[config.mk]
export PLATFORM = sky130hd
export DESIGN_NAME = k_way_sorted_merge_top
export DESIGN_NICKNAME = d
export VERILOG_FILES = /design/src/design/kwm_pkg.sv /design/src/design/k_way_sorted_merge_top.sv /design/src/design/kwm_slots.sv /design/src/design/kwm_select.sv
export SDC_FILE = /design/constraint.sdc
export NUM_CORES = 1
export LEC_CHECK = 0
export BUFFER_PORTS_ARGS = -buffer_cell sky130_fd_sc_hd__clkbuf_2
export CORE_UTILIZATION = 33
export DETAILED_ROUTE_END_ITERATION = 7
export SLEW_MARGIN = 20
export SYNTH_ARGS = -nofsm -noshare
export SYNTH_HDL_FRONTEND = slang
export SYNTH_SLANG_ARGS = --single-unit
[constraint.sdc]
create_clock -name clk -period 23.3 [get_ports clk]
set_clock_uncertainty 0.2 [all_clocks]
set_input_delay 1.165 -clock clk [delete_from_list [all_inputs] [get_ports clk]]
set_output_delay 1.165 -clock clk [all_outputs]
set_load 0.02 [all_outputs]
[src/design/kwm_pkg.sv]
package kwm_pkg;

  // Default number of head slots.
  localparam int MAX_LISTS_DEF = 8;

  // Fixed field widths.
  localparam int LIST_W  = 3;
  localparam int VALUE_W = 32;
  localparam int CFG_W   = 4;

  typedef logic signed [VALUE_W-1:0] elem_t;
  typedef logic [LIST_W-1:0]         list_idx_t;
  typedef logic [CFG_W-1:0]          count_t;

  // Reset value of the active list count.
  localparam count_t ACTIVE_RESET = count_t'(8);

  // Merge status seen after the current item has been applied.
  typedef struct packed {
    logic ready;
    logic any_full;
  } kwm_status_t;

  // Slot update command for the current item.
  typedef struct packed {
    logic pop;
    logic clear;
  } kwm_cmd_t;

endpackage

[src/design/k_way_sorted_merge_top.sv]
// K-way sorted merge.
// The input channel (in_valid / in_stall) carries one item per transfer: the next
// element of list in_list_index, or its end marker when in_has_value is 0.
// The result channel (out_valid / out_stall) carries the smallest current head
// in out_value with its list in out_refill_list, or a done result with
// out_merge_done set once every active list has ended and no head is left.
// The list named in out_refill_list should send its next element or end marker.
// cfg_valid / cfg_ready writes the number of active lists; cfg_ready is always
// high and writes belong between merges.
// An item is registered on transfer and processed from the input register; any
// result it emits goes to the result register. One item per cycle is sustained
// unless the receiver stalls; slot update and comparator tree are combinational.
// When the receiver stalls with a result waiting, one more item is held in the
// input register and in_stall rises until the result leaves.
// Synchronous reset clears all head slots and end flags and sets the active
// list count to 8.
module k_way_sorted_merge_top import kwm_pkg::*; #(
  parameter int MAX_LISTS = MAX_LISTS_DEF
) (
  input  logic      clk,
  input  logic      rst_n,
  input  logic      in_valid,
  output logic      in_stall,
  input  list_idx_t in_list_index,
  input  elem_t     in_elem_value,
  input  logic      in_has_value,
  output logic      out_valid,
  input  logic      out_stall,
  output elem_t     out_value,
  output list_idx_t out_refill_list,
  output logic      out_merge_done,
  input  logic      cfg_valid,
  output logic      cfg_ready,
  input  count_t    cfg_active_lists
);

  localparam int IDX_W = $clog2(MAX_LISTS);

  count_t                active_lists_r;
  logic                  in_valid_r;
  logic                  in_valid_nxt;
  list_idx_t             in_idx_r;
  elem_t                 in_value_r;
  logic                  in_has_r;
  logic                  in_take;
  logic                  proc_en;
  logic                  emit;
  logic                  out_valid_r;
  logic                  out_valid_nxt;
  elem_t                 out_value_r;
  list_idx_t             out_refill_r;
  logic                  out_done_r;
  kwm_cmd_t              cmd;
  kwm_status_t           status;
  elem_t                 best_value;
  logic [IDX_W-1:0]      best_idx;
  logic [MAX_LISTS-1:0]  active_mask;
  logic [MAX_LISTS-1:0]  full_w;
  logic [MAX_LISTS-1:0]  ended_w;
  elem_t [MAX_LISTS-1:0] values_w;

  // Configuration register.
  assign cfg_ready = 1'b1;

  always_ff @(posedge clk) begin
    if (!rst_n) begin
      active_lists_r <= ACTIVE_RESET;
    end else if (cfg_valid && cfg_ready) begin
      active_lists_r <= cfg_active_lists;
    end
  end

  // The held item is processed unless a result is waiting on a stalled receiver.
  assign proc_en  = in_valid_r && !(out_valid_r && out_stall);
  assign in_stall = in_valid_r && !proc_en;
  assign in_take  = in_valid && !in_stall;

  always_comb begin
    in_valid_nxt = in_valid_r;
    if (in_take) begin
      in_valid_nxt = 1'b1;
    end else if (proc_en) begin
      in_valid_nxt = 1'b0;
    end
  end

  always_ff @(posedge clk) begin
    if (!rst_n) begin
      in_valid_r <= 1'b0;
    end else begin
      in_valid_r <= in_valid_nxt;
    end
  end

  always_ff @(posedge clk) begin
    if (in_take) begin
      in_idx_r   <= in_list_index;
      in_value_r <= in_elem_value;
      in_has_r   <= in_has_value;
    end
  end

  kwm_slots #(
    .MAX_LISTS (MAX_LISTS),
    .IDX_W     (IDX_W)
  ) u_slots (
    .clk          (clk),
    .rst_n        (rst_n),
    .active_lists (active_lists_r),
    .wr_en        (proc_en),
    .wr_idx       (in_idx_r),
    .wr_value     (in_value_r),
    .wr_has       (in_has_r),
    .cmd          (cmd),
    .pop_idx      (best_idx),
    .active_mask  (active_mask),
    .full_w       (full_w),
    .ended_w      (ended_w),
    .values_w     (values_w)
  );

  kwm_select #(
    .MAX_LISTS (MAX_LISTS),
    .IDX_W     (IDX_W)
  ) u_select (
    .active_mask (active_mask),
    .full_w      (full_w),
    .ended_w     (ended_w),
    .values_w    (values_w),
    .status      (status),
    .best_value  (best_value),
    .best_idx    (best_idx)
  );

  // A processed item emits when the merge is ready: a head if any, else done.
  assign emit      = proc_en && status.ready;
  assign cmd.pop   = emit && status.any_full;
  assign cmd.clear = emit && !status.any_full;

  // Result register.
  assign out_valid_nxt = proc_en ? emit : (out_valid_r && out_stall);

  always_ff @(posedge clk) begin
    if (!rst_n) begin
      out_valid_r <= 1'b0;
    end else begin
      out_valid_r <= out_valid_nxt;
    end
  end

  always_ff @(posedge clk) begin
    if (emit) begin
      out_value_r  <= status.any_full ? best_value : '0;
      out_refill_r <= status.any_full ? LIST_W'(best_idx) : '0;
      out_done_r   <= !status.any_full;
    end
  end

  assign out_valid       = out_valid_r;
  assign out_value       = out_value_r;
  assign out_refill_list = out_refill_r;
  assign out_merge_done  = out_done_r;

endmodule

[src/design/kwm_slots.sv]
module kwm_slots import kwm_pkg::*; #(
  parameter int MAX_LISTS = MAX_LISTS_DEF,
  parameter int IDX_W     = $clog2(MAX_LISTS)
) (
  input  logic                        clk,
  input  logic                        rst_n,
  input  count_t                      active_lists,
  input  logic                        wr_en,
  input  list_idx_t                   wr_idx,
  input  elem_t                       wr_value,
  input  logic                        wr_has,
  input  kwm_cmd_t                    cmd,
  input  logic [IDX_W-1:0]            pop_idx,
  output logic [MAX_LISTS-1:0]        active_mask,
  output logic [MAX_LISTS-1:0]        full_w,
  output logic [MAX_LISTS-1:0]        ended_w,
  output elem_t [MAX_LISTS-1:0]       values_w
);

  elem_t                head_value_r [MAX_LISTS];
  logic [MAX_LISTS-1:0] head_full_r;
  logic [MAX_LISTS-1:0] head_full_nxt;
  logic [MAX_LISTS-1:0] list_ended_r;
  logic [MAX_LISTS-1:0] list_ended_nxt;
  logic [MAX_LISTS-1:0] hit;
  logic [MAX_LISTS-1:0] load;

  // Per-slot view after the incoming item is applied. A count of zero acts as one.
  for (genvar g = 0; g < MAX_LISTS; g++) begin : g_slot
    assign active_mask[g] = (g == 0) || (int'(active_lists) > g);
    assign hit[g]         = wr_en && active_mask[g] && (int'(wr_idx) == g) && !list_ended_r[g];
    assign load[g]        = hit[g] && wr_has && !head_full_r[g];
    assign full_w[g]      = head_full_r[g] || (hit[g] && wr_has);
    assign ended_w[g]     = list_ended_r[g] || (hit[g] && !wr_has);
    assign values_w[g]    = load[g] ? wr_value : head_value_r[g];
  end

  // Empty the emitted slot, or clear everything on the done result.
  always_comb begin
    head_full_nxt  = full_w;
    list_ended_nxt = ended_w;
    if (cmd.clear) begin
      head_full_nxt  = '0;
      list_ended_nxt = '0;
    end else if (cmd.pop) begin
      head_full_nxt[pop_idx] = 1'b0;
    end
  end

  always_ff @(posedge clk) begin
    if (!rst_n) begin
      head_full_r  <= '0;
      list_ended_r <= '0;
    end else begin
      head_full_r  <= head_full_nxt;
      list_ended_r <= list_ended_nxt;
    end
  end

  // Head values carry no reset; a head is only read while it is full.
  always_ff @(posedge clk) begin
    for (int i = 0; i < MAX_LISTS; i++) begin
      if (load[i]) begin
        head_value_r[i] <= wr_value;
      end
    end
  end

endmodule

[src/design/kwm_select.sv]
module kwm_select import kwm_pkg::*; #(
  parameter int MAX_LISTS = MAX_LISTS_DEF,
  parameter int IDX_W     = $clog2(MAX_LISTS)
) (
  input  logic [MAX_LISTS-1:0]  active_mask,
  input  logic [MAX_LISTS-1:0]  full_w,
  input  logic [MAX_LISTS-1:0]  ended_w,
  input  elem_t [MAX_LISTS-1:0] values_w,
  output kwm_status_t           status,
  output elem_t                 best_value,
  output logic [IDX_W-1:0]      best_idx
);

  localparam int LEAVES = 1 << $clog2(MAX_LISTS);
  localparam int NODES  = 2 * LEAVES - 1;

  logic             node_vld [NODES];
  elem_t            node_val [NODES];
  logic [IDX_W-1:0] node_idx [NODES];

  // Leaves hold the full active heads; padding leaves are empty.
  for (genvar g = 0; g < LEAVES; g++) begin : g_leaf
    if (g < MAX_LISTS) begin : g_real
      assign node_vld[LEAVES-1+g] = full_w[g] && active_mask[g];
      assign node_val[LEAVES-1+g] = values_w[g];
      assign node_idx[LEAVES-1+g] = IDX_W'(g);
    end else begin : g_pad
      assign node_vld[LEAVES-1+g] = 1'b0;
      assign node_val[LEAVES-1+g] = '0;
      assign node_idx[LEAVES-1+g] = '0;
    end
  end

  // Comparator tree. The left child covers lower indices, so a tie keeps the left.
  for (genvar k = 0; k < LEAVES - 1; k++) begin : g_node
    logic take_right;
    assign take_right  = node_vld[2*k+2] &&
                         (!node_vld[2*k+1] || (node_val[2*k+2] < node_val[2*k+1]));
    assign node_vld[k] = node_vld[2*k+1] || node_vld[2*k+2];
    assign node_val[k] = take_right ? node_val[2*k+2] : node_val[2*k+1];
    assign node_idx[k] = take_right ? node_idx[2*k+2] : node_idx[2*k+1];
  end

  // Ready when every active list has a head or has ended.
  assign status.ready    = &(~active_mask | full_w | ended_w);
  assign status.any_full = node_vld[0];
  assign best_value      = node_val[0];
  assign best_idx        = node_idx[0];

endmodule
Word level (Yosys, flattened, before mapping)
Memory sizes are Yosys's and may differ from the RTL's. Cells that the tools add are included.

Bits in registers: 94. Bits in latches: 0. Memory bits (writable): 256. ROM bits: 0. Bits of input ports: 45. Output and inout port bits: 39. Word-level logic and storage cells: 244. Memories: 1.

Add/sub/neg operators: 0. Multipliers: 0. Divide/modulo/power cells: 0. $lt $le $gt $ge: 16. Equal/unequal tests: 7. Shift operators: 0. Multiplexer cells: 65. Bitwise gates (word level): 6. Reductions and logical operators: 138.

Memory list: u_slots.head_value_r (words 8, bits a word 32, read ports 8, clocked after memory_dff 0, wr ports 1, line kwm_slots.sv:20) `elem_t head_value_r [MAX_LISTS];`.

Operators by type and width (number): $mux 32 (22); $lt 32x32->1 (7); $reduce_or 32->1 (7); $logic_and 1x1->1 (69); $mux 1 (31); $logic_or 1x1->1 (30); $logic_not 1->1 (28); $mux 3 (8); $gt 4x3->1 const B (4); $not 8->8 (2); $or 8x8->8 (2); $eq 3x3->1 const B (4); $and 8x8->8 (1); $gt 4x2->1 const B (2); $mux 8 (1); $reduce_and 8->1 (1); $eq 3x2->1 const B (2); $gt 4x1->1 const B (1); $lt 3x4->1 const B (1); $mux 2 (2); $demux 1 s3 (1); $eq 3x1->1 const B (1); $ge 3x1->1 const B (1); $logic_not 3->1 (1); 3 further kinds (3).

Depth between registers and ports, before layout
Depth after elaboration: 28. Depth in mapped cells: 54.

Hierarchy
From an unflattened synthesis, not the netlist that was laid out.

Cell total of the unflattened synthesis: 1920. Area total of the unflattened synthesis: 20334.5 um^2.

By module, submodules not included: kwm_slots (instances 1, cells an instance 656, area an instance 9230.1 um^2, seq. area each 5445.2 um^2); kwm_select (instances 1, cells an instance 1126, area an instance 8425.6 um^2, seq. area each 0.0 um^2); k_way_sorted_merge_top (instances 1, cells an instance 138, area an instance 2678.8 um^2, seq. area each 2282.2 um^2).

Least setup slack after synthesis
No wires, ideal clock.

Kind: in2reg. Start point: in out_stall. End point: reg out_refill_r[0] (netlist: out_refill_list[0]) (data pin). Data arrival time: 11.660 ns. Slack: 11.178 ns. Cell stages on the path: 45. Buffers on the path: 7. Cell sequence: a21boi_0 -> buf_2 -> nand4_1 -> nor4_2 -> clkbuf_1 -> buf_1 -> mux2_2 -> ha_1 -> or4_1 -> o22a_1 -> a21o_1 -> a2111oi_0 -> mux2_2 -> nor3_2 -> clkbuf_1 -> mux2_2 -> ha_1 -> a21oi_1 -> [... 9 more ...] -> nor2_1 -> a21oi_1 -> ha_1 -> a21o_1 -> a21o_1 -> a21o_1 -> a21oi_1 -> nor2_1 -> a211oi_1 -> o21ai_0 -> or3_1 -> or3b_2 -> o32ai_1 -> o21bai_1 -> a21oi_1 -> and2_1 -> buf_4 -> mux2_1.

RTL lines: from (decl) (line k_way_sorted_merge_top.sv:28) `input logic out_stall,`; to (signal assigned) (line k_way_sorted_merge_top.sv:154) `out_refill_r <= status.any_full ? LIST_W'(best_idx) : '0;`; to (decl) (line k_way_sorted_merge_top.sv:51) `list_idx_t out_refill_r;`.

Worst setup path after layout
Start point: in out_stall. End point: reg out_refill_r[0] (netlist: out_refill_list[0]) (data pin).

Word-level cells in the longest chain between the ends: 21.

Ends and longest elaborated chain: $logic_and 1x1->1 * (line k_way_sorted_merge_top.sv:74) `assign proc_en = in_valid_r && !(out_valid_r && out_stall);`; $logic_not 1->1 * (line k_way_sorted_merge_top.sv:74); $logic_and 1x1->1 * (line k_way_sorted_merge_top.sv:74); $logic_and 1x1->1 (3 in series) (line kwm_slots.sv:31) `assign hit[g] = wr_en && active_mask[g] && (int'(wr_idx) == g) && !list_ended_r[g];`; $logic_and 1x1->1 (line kwm_slots.sv:32, kwm_slots.sv:33); $logic_and 1x1->1 / $logic_or 1x1->1 (equally long branches) (line kwm_slots.sv:32, kwm_slots.sv:33); $mux 32 / $logic_and 1x1->1 (equally long branches) (line kwm_slots.sv:35, kwm_select.sv:24); $lt 32x32->1 / $logic_not 1->1 (equally long branches) (line kwm_select.sv:38) `(!node_vld[2*k+1] || (node_val[2*k+2] < node_val[2*k+1]));`; [... 3 more ...]; $lt 32x32->1 (line kwm_select.sv:38); $logic_or 1x1->1 (line kwm_select.sv:38); $logic_and 1x1->1 (line kwm_select.sv:37) `assign take_right = node_vld[2*k+2] &&`; $mux 32 (line kwm_select.sv:40) `assign node_val[k] = take_right ? node_val[2*k+2] : node_val[2*k+1];`; $lt 32x32->1 (line kwm_select.sv:38); $logic_or 1x1->1 (line kwm_select.sv:38); $logic_and 1x1->1 (line kwm_select.sv:37); $mux 3 (line kwm_select.sv:41) `assign node_idx[k] = take_right ? node_idx[2*k+2] : node_idx[2*k+1];`.

Every way passes the cells marked *; elsewhere a longest branch is shown, timed or not. A chain may end at the register's enable or synchronous reset.

==> results by group <==
Pwr
  – Combinational share of power: 0.394
  – Clock group share of total power: 0.262
  – Peak VDD IR: 0.0000630 V
  – Leakage: 0.0109 uW
  – Internal power: 1430 uW
  – Sequential share of power: 0.343
  – Tot Pwr: 2300 uW
  – Pwr Density: 103 mW/mm^2
  – Switch Pwr: 866 uW
  – Switching share of total power: 0.376

Die
  – Row Count: 89
  – Area of the die: 0.0611 sq mm
  – Die Ht: 247 um
  – Num ports: 84
  – Die width: 247 um
  – Area of the core: 0.0592 sq mm
  – Initial Util: 0.335

Setup path
  – Reg2reg path depth: 45
  – R2r endpoint: out_refill_list[0]
  – CP peak stage delay: 0.83 ns
  – Worst EP arrival: 15.03 ns
  – Setup Crit Path Kind: primary input to flip-flop
  – R2r setup slk: 8.52 ns
  – Crit-path slowest cell: o21ai_0
  – CP top delay family: compound AO/OA/AOI/OAI gates
  – Buf/Inv on CP: 5
  – Crit path required time: 23.41 ns
  – CP endpoint kind: flip-flop
  – Startpoint Class: primary input
  – Worst reg2reg path startpoint: in_idx_r[2]
  – Largest fanout on the critical path: 37

STA
  – Slew Limit Fails: 0
  – Slew @ Worst Pin: 1.18 ns
  – Min Tclk post-route: 14.92 ns
  – Final worst-path cycle share: 0.640
  – Post-route setup slack: 8.38 ns
  – Slew margin rel.: 0.211
  – Fmax achieved: 67.0 MHz
  – RSZ-0062 raised after global routing: no
  – Final Hold Viols: 0
  – Setup violations, final: 0
  – Fin Setup TNS: 0 ns

Synth
  – Ys async rst share: 0
  – Net count after synthesis: 2,348
  – Yosys warns: 0
  – Synth area leaders: dfxtp_1, ha_1, edfxtp_1
  – Mapped Avg Cell Area: 9.48 sq um
  – Yosys cell types: 79
  – Yosys top cell by area: dfxtp_1
  – FF+latch count, synth: 350
  – Top_reg_cell synth: dfxtp_1
  – Sequential share of the synthesized area: 0.389
  – Yosys top cell area share: 0.281
  – Synth Cell Area: 0.0198 sq mm
  – Mapped Cells: 2,092
  – EDFF count, synth: 72

Cells and area
  – Area of the multi-input gates: 0.0110 sq mm
  – Most frequent cells in the layout: dfxtp_1, ha_1, inv_1, mux2i_1, nand2_1
  – N_diodes: 0
  – Area delta synth->final: 12.5%
  – # fillers: 6,005
  – Layout cell share with drive strength beyond 1: 0.137
  – FF/Latch Area: 0.00773 sq mm
  – Net count, final: 2,410
  – Commonest non-fill, non-tap cell in the layout: dfxtp_1

GRT
  – Vias in the first global route: 15,500
  – GRT overflow: 0
  – First-pass GRT wire length: 90,200 um
  – Largest net degree at the start of global routing: 44
  – Initial antenna violation count: 0
  – Tot GR Track Use: 0.194

Place
  – Number of port buffers: 82
  – Placed wire-length estimate: 44,700 um
  – Pre-CTS setup slack: 8.03 ns
  – Placer Congestion: 0.891

Routing
  – Vias/cell: 5.32
  – DRC: 9
  – Pre-antenna DRT Iters: 7
  – Vias: 15,700
  – Routed wire per std cell: 20.2 um
  – Antenna-violating nets left: 0
  – First DRT Iteration DRCs: 1,195
  – DRT Wirelength: 59,600 um

CTS
  – Total CTS buffers: 40
  – H-Tree Depth: 2
  – Postcts setup bufs: 0
  – Clk_lat worst skew: 0.57 ns
  – Clock Tree Buf Depth: 3
  – CTS tree: yes
  – Post_cts resized: 0
  – Hold_buf cts: 0
  – # clock sinks: 350
  – Root buffer cell: clkbuf_16
  – Worst-path clk slew: 0.06 ns

Worst hold path
  – Worst Hold Launch: u_slots.list_ended_r[2]
  – Hold/Removal Path Class: flip-flop to flip-flop
  – Min-Delay Endpoint: u_slots.list_ended_r[2]
  – Hold path cells: 2

Flow run
  – Max-Cap Viols: 0

Status
  – Violated checks: design-rule violations
  – Status: complete, but fails checks
-- power by group through the flow --
stage               clock, uW  sequential (uW)  combinational (uW)
floorplan                   0              780                 632
global placement            0              797                 869
detailed placement          0              803                 887
CTS                       617              790                 895
global route              641              801                1010
finish                    603              790                 907
-- Yosys cell counts, drive strengths merged (16+ instances only) --
| master | number |
|---|---|
| nand4 | 34 |
| a21o | 44 |
| o21ai | 142 |
| nand2 | 154 |
| edfxtp | 72 |
| mux2 | 107 |
| dfxtp | 278 |
| a21oi | 135 |
| ha | 211 |
| inv | 206 |
| buf | 35 |
| nor2 | 137 |
| mux2i | 193 |
| nand3 | 36 |
| nor3 | 27 |
| a211oi | 16 |
| o2bb2ai | 31 |
| clkbuf | 48 |
-- area by class of cell --
| class | instances | share of cell area |
|---|---|---|
| inverter | 207 | 0.0348 |
| clock buffer | 56 | 0.0503 |
| sequential | 350 | 0.346 |
| multi-input combinational | 1452 | 0.495 |
| tap | 773 | 0.0433 |
| clock inverter | 17 | 0.00488 |
| timing repair buffer | 103 | 0.0255 |
-- state kept, by name (all words and copies together), names as in the netlist, 3 cells and up --
register              flops
u_slots.head_value_r    256
in_value_r               32
out_value                32
u_slots.head_full_r       8
u_slots.list_ended_r      8
active_lists_r            4
in_idx_r                  3
out_refill_list           3
-- worst max-delay path by stage --
| stage | start | endpoint | slack, ns | cells after the start |
|---|---|---|---|---|
| after global routing | in_has_r | out_refill_list[0] | 7.59 | 46 |
| after floorplan | out_stall | out_refill_list[0] | 11.18 | 45 |
| after CTS | out_stall | out_refill_list[0] | 8.54 | 47 |
| final | out_stall | out_refill_list[0] | 8.38 | 47 |
| after detailed placement | out_stall | out_refill_list[0] | 8.03 | 47 |
| after global placement | out_stall | out_refill_list[0] | 8.20 | 47 |
-- stage by stage --
step           utilization  hold slack [ns]  instances  cell area, sq um
6_report             0.377            0.268       2958             22300
5_1_grt              0.377            0.297       2958             22300
3_3_place_gp         0.356            0.250       2885             21100
3_5_place_dp         0.356            0.262       2885             21100
4_1_cts              0.377            0.270       2958             22300
2_1_floorplan            -            0.238       2092             19800
-- per-layer routing --
layer / vias to the layer above / track usage / routed length [um] / share of wire
met5: - / 0 / 0 / 0
met4: 0 / 0.0651 / 1730 / 0.029
met3: 89 / 0.0308 / 3560 / 0.060
met2: 475 / 0.311 / 26400 / 0.44
met1: 7528 / 0.262 / 27900 / 0.47
li1: 7648 / - / - / -
-- worst min-delay path, stage by stage (launching register included) --
cell     delay (ns)
dfxtp_1        0.31
inv_1          0.05
a21oi_1        0.05
-- logic make-up (layout without fill, tap and decap cells) --
group,after synthesis,count (layout),synth area share
multiplexers,300,300,0.158
AO/OA/AOI/OAI,467,467,0.148
AND/OR/NAND/NOR,471,471,0.112
XOR/XNOR,2,2,0.000883
other,1,1,0.000189
flip-flops,350,350,0.389
adder cells (fa/ha/maj),211,211,0.133
buffers and inverters,290,383,0.0579
No activity file was read; power rests on OpenSTA's default activity.
